File: config.mk
export PLATFORM = sky130hd
export DESIGN_NAME = vsh_ram
export DESIGN_NICKNAME = d
export VERILOG_FILES = /design/src/rtl/vsh_ram.sv
export SDC_FILE = /design/constraint.sdc
export NUM_CORES = 1
export LEC_CHECK = 0
export BUFFER_PORTS_ARGS = -buffer_cell sky130_fd_sc_hd__buf_2
export CORE_ASPECT_RATIO = 0.8
export CORE_UTILIZATION = 40
export CTS_CLUSTER_SIZE = 25
export DETAILED_ROUTE_END_ITERATION = 12
export PLACE_DENSITY_LB_ADDON = 0.12
export SETUP_SLACK_MARGIN = 0.05
export SKIP_LAST_GASP = 1
export SLEW_MARGIN = 20
export SYNTH_ARGS = -nofsm -noshare
export SYNTH_HDL_FRONTEND = slang
export SYNTH_SLANG_ARGS = --single-unit
File: constraint.sdc
create_clock -name clk -period 1.8 [get_ports clk]
set_clock_uncertainty 0.15 [all_clocks]
set_input_delay 0.09 -clock clk [delete_from_list [all_inputs] [get_ports clk]]
set_output_delay 0.09 -clock clk [all_outputs]
set_load 0.01 [all_outputs]
File: src/rtl/vsh_ram.sv
// Generic single-write, single-read synchronous RAM.
// Registered read. No dependencies.
module vsh_ram #(
    parameter int WIDTH = 8,
    parameter int DEPTH = 16
) (
    input  logic                     clk,
    input  logic                     we,
    input  logic [$clog2(DEPTH)-1:0] waddr,
    input  logic [WIDTH-1:0]         wdata,
    input  logic [$clog2(DEPTH)-1:0] raddr,
    output logic [WIDTH-1:0]         rdata
);

    logic [WIDTH-1:0] mem [DEPTH];
    logic [WIDTH-1:0] rdata_reg;

    always_ff @(posedge clk)
    begin
        if (we)
        begin
            mem[waddr] <= wdata;
        end
        rdata_reg <= mem[raddr];
    end

    assign rdata = rdata_reg;

endmodule

Yosys cells after proc, flatten, opt, wreduce, memory -nomap -nowiden
Memories as Yosys holds them, arrays and structs flattened. A register that Yosys moved wholly into a read port is not among the register bits.
Index checks and enable logic that the tools add are counted.
W data, S select, Z words.

storage, ports and cells
  register bits after elaboration = 0
  bits in writable memories = 128
  input bits = 18
  output and inout bits = 8
  logic and storage cells = 3
  memories kept = 1

operators by class
  muxes and demuxes = 2

memories
  name  words  bits a word  read ports  clocked after memory_dff  write ports  RTL line  RTL
  mem   16     8            1           1                         1            15        logic [WIDTH-1:0] mem [DEPTH];

operator list
  operator  number
  $mux W1   2

Longest topological paths before layout
  depth in word-level cells = 2
  mapped depth = 5
  mapped depth without buffers = 3

Worst setup path before layout
Ideal clock, no wire load.

  kind = input port to flip-flop
  from = input port waddr[2]
  to = memory mem[0][0], enable pin
  setup time = 0.383 ns
  arrival time = 1.200 ns
  required time = 1.267 ns
  path slack = 0.067 ns
  stages = 2
  buffers on the path = 0
  cell sequence = or3b_2 -> nor3_1

RTL lines
  element             RTL line  RTL
  start: declaration  9         input logic [$clog2(DEPTH)-1:0] waddr,
  end: declaration    15

Straight into the memory's write port.

==> qor.csv <==
metric,value,unit
core_region_area,0.0123,sq mm
path_clk_slew,0.06,ns
syn_inst,229,
ys_seq_area_share,77.8,%
pwr_density_cell,1190,mW/mm^2
drv_slew,0,
gp_congestion,0.729,
criticalPathCategory,register to register,
worstMarginPinSlew,0.665,ns
tritoncts,yes,
grt.overflow.total,0,
clock.fmax,0.648,GHz
vdd_ir_drop_max,0.633,mV
insertedDiodeCount,0,
vias,2477,
htree_levels,4,
whs_path_depth,3,
nFillCells,1045,
critPathMaxStageDelay,0.50,ns
largest_reg_flops,128,
cp-start-kind,register,
reg2reg_to,rdata[5],
ios,26,
period_share,85.7,%
drive_gt1_share,30.6,%
final_antenna_net_count,0,
final_common_cell,edfxtp_1,
multi_input_area,0.00106,sq mm
initial_utilization,41.7,%
cts-root-buf,clkbuf_16,
outcome,completed,
wl_per_cell,22.3,um
mostFrequentLayoutCells,"edfxtp_1 (128), buf_2 (25), mux4_2 (18), buf_4 (18), clkbuf_16 (17)",
via_per_inst,5.21,
synth.distinct_cells,19,
finalWirelength,10600,um
fin_nets,310,
regArea,0.00400,sq mm
final_hold_viol_count,0,
max_slew_margin,55.6,%
hp-class,input pin to register,
clock_path_buffers,2,
rsz0062_at_grt,no,
cts_buffers,17,
p_leak,2.15,nW
avgSynthCellArea,22.5,sq um
rows,36,
grt_pass1_vias,2486,
dieWidth,129,um
syn-num-nets,247,
critPathRequiredTime,1.92,ns
path_cells,"mux4_1, a22oi_1, nand2_1",
drv_cap,0,
grt_usage,17.8,%
dr.pass1.iters,4,
syn-cell-area,0.00515,sq mm
min_to,mem[3][6],
period_needed,1.54,ns
slowest_stage,mux4_1,
grt_pass1_wl,15800,um
portBuffers,25,
drc_errors,0,
power,7.50,mW
critPathCaptureType,register,
reg2reg_depth,3,
grt_max_degree,33,
cp_max_fo,1,
holdCritStartpoint,waddr[2],
area.growth.synth_to_final,22.1,%
clk-insertion-delay-late,0.41,ns
cts.sinks,136,
antenna_found_initial,0,
ys_seq_elements,136,
r2r_start,mem[9][5],
arrival,1.67,ns
drtIter0Drc,276,
die_h,103,um
fin_tns_setup,0,ns
hpwl,6830,um
die_area,0.0133,sq mm
setup_viol,0,
synth.yosys.warnings,0,
r2r_slack,0.26,ns
[Yosys cell counts]
master,n,area [sq um]
and2_1,1,6.26
mux4_1,14,368
nand2_1,9,33.8
or3b_2,1,8.76
nand3_1,1,5.00
nor3_1,4,20.0
buf_2,3,15.0
nand2b_1,2,12.5
a22oi_1,16,120
mux4_2,18,405
nor2b_1,1,6.26
dfxtp_1,8,160
buf_6,3,33.8
nand3b_1,2,15.0
clkdlybuf4s25_2,3,30.0
edfxtp_1,128,3840
buf_4,1,7.51
nor2_1,13,48.8
and2b_1,1,7.51
[worst max-delay path, delay by kind of cell (launching register included)]
family | cells | cell delay [ns]
AOI/OAI and AO/OA | 1 | 0.27
DFF | 1 | 0.36
and+or+nand+nor | 1 | 0.13
muxes | 1 | 0.50
[worst max-delay path by stage]
stage                   start  slack [ns]        end  cells after the start
global placement     raddr[0]        0.10   rdata[5]                      5
CTS                 mem[4][2]        0.25   rdata[2]                      3
detailed placement   raddr[0]        0.08   rdata[5]                      5
global route        mem[9][5]        0.20   rdata[5]                      3
finish              mem[9][5]        0.26   rdata[5]                      3
floorplan            waddr[2]        0.07  mem[0][0]                      2
[where the power goes]
part	internal [mW]	switching (mW)	leakage [nW]
clock	2.31	1.27	0.295
sequential	3.54	0.0184	1.22
combinational	0.159	0.205	0.629
total	6.01	1.50	2.15
[kinds of logic (layout without fill, tap and decap cells)]
logic type	after synthesis	after routing	share of synthesized area [%]
DFF	136	136	77.8
and+or+nand+nor	35	35	3.18
muxes	32	32	15.0
AOI/OAI and AO/OA	16	16	2.33
buffers and inverters	10	85	1.68
[final cells by class]
| type | count | share of cell area, % |
|---|---|---|
| multi-input cells | 83 | 16.8 |
| repair buffers | 54 | 6.37 |
| well taps | 171 | 3.40 |
| flip-flops and latches | 136 | 63.7 |
| clock inverters | 12 | 2.81 |
| clock buffers | 19 | 6.89 |
[through the flow]
stage | hold slack (ns) | setup WS, ns | instance area, sq um | utilization (%) | std cells
floorplan | 0.0389 | 0.0671 | 5150 | - | 229
global placement | 0.340 | 0.104 | 5600 | 45.3 | 436
detailed placement | 0.340 | 0.0768 | 5600 | 45.3 | 436
CTS | 0.0334 | 0.255 | 6280 | 50.9 | 475
global route | 0.0609 | 0.203 | 6280 | 50.9 | 475
finish | 0.0514 | 0.257 | 6280 | 50.9 | 475
[per-layer routing]
| metal | track usage [%] | wire length, um | part of all wire (%) | vias to the layer above |
|---|---|---|---|---|
| met4 | 8.33 | 210 | 2.0 | 0 |
| met1 | 24.8 | 4960 | 47 | 1290 |
| met3 | 3.96 | 491 | 4.6 | 18 |
| li1 | - | - | - | 1102 |
| met5 | 0 | 0 | 0 | - |
| met2 | 26.8 | 4950 | 47 | 67 |
[what timing repair did]
action	CTS	global route
hold endpoints to repair	128	0
gates resized for setup	0	0
setup buffers	0	0
hold buffers	8	0
Power figures use the tool's default switching activity.
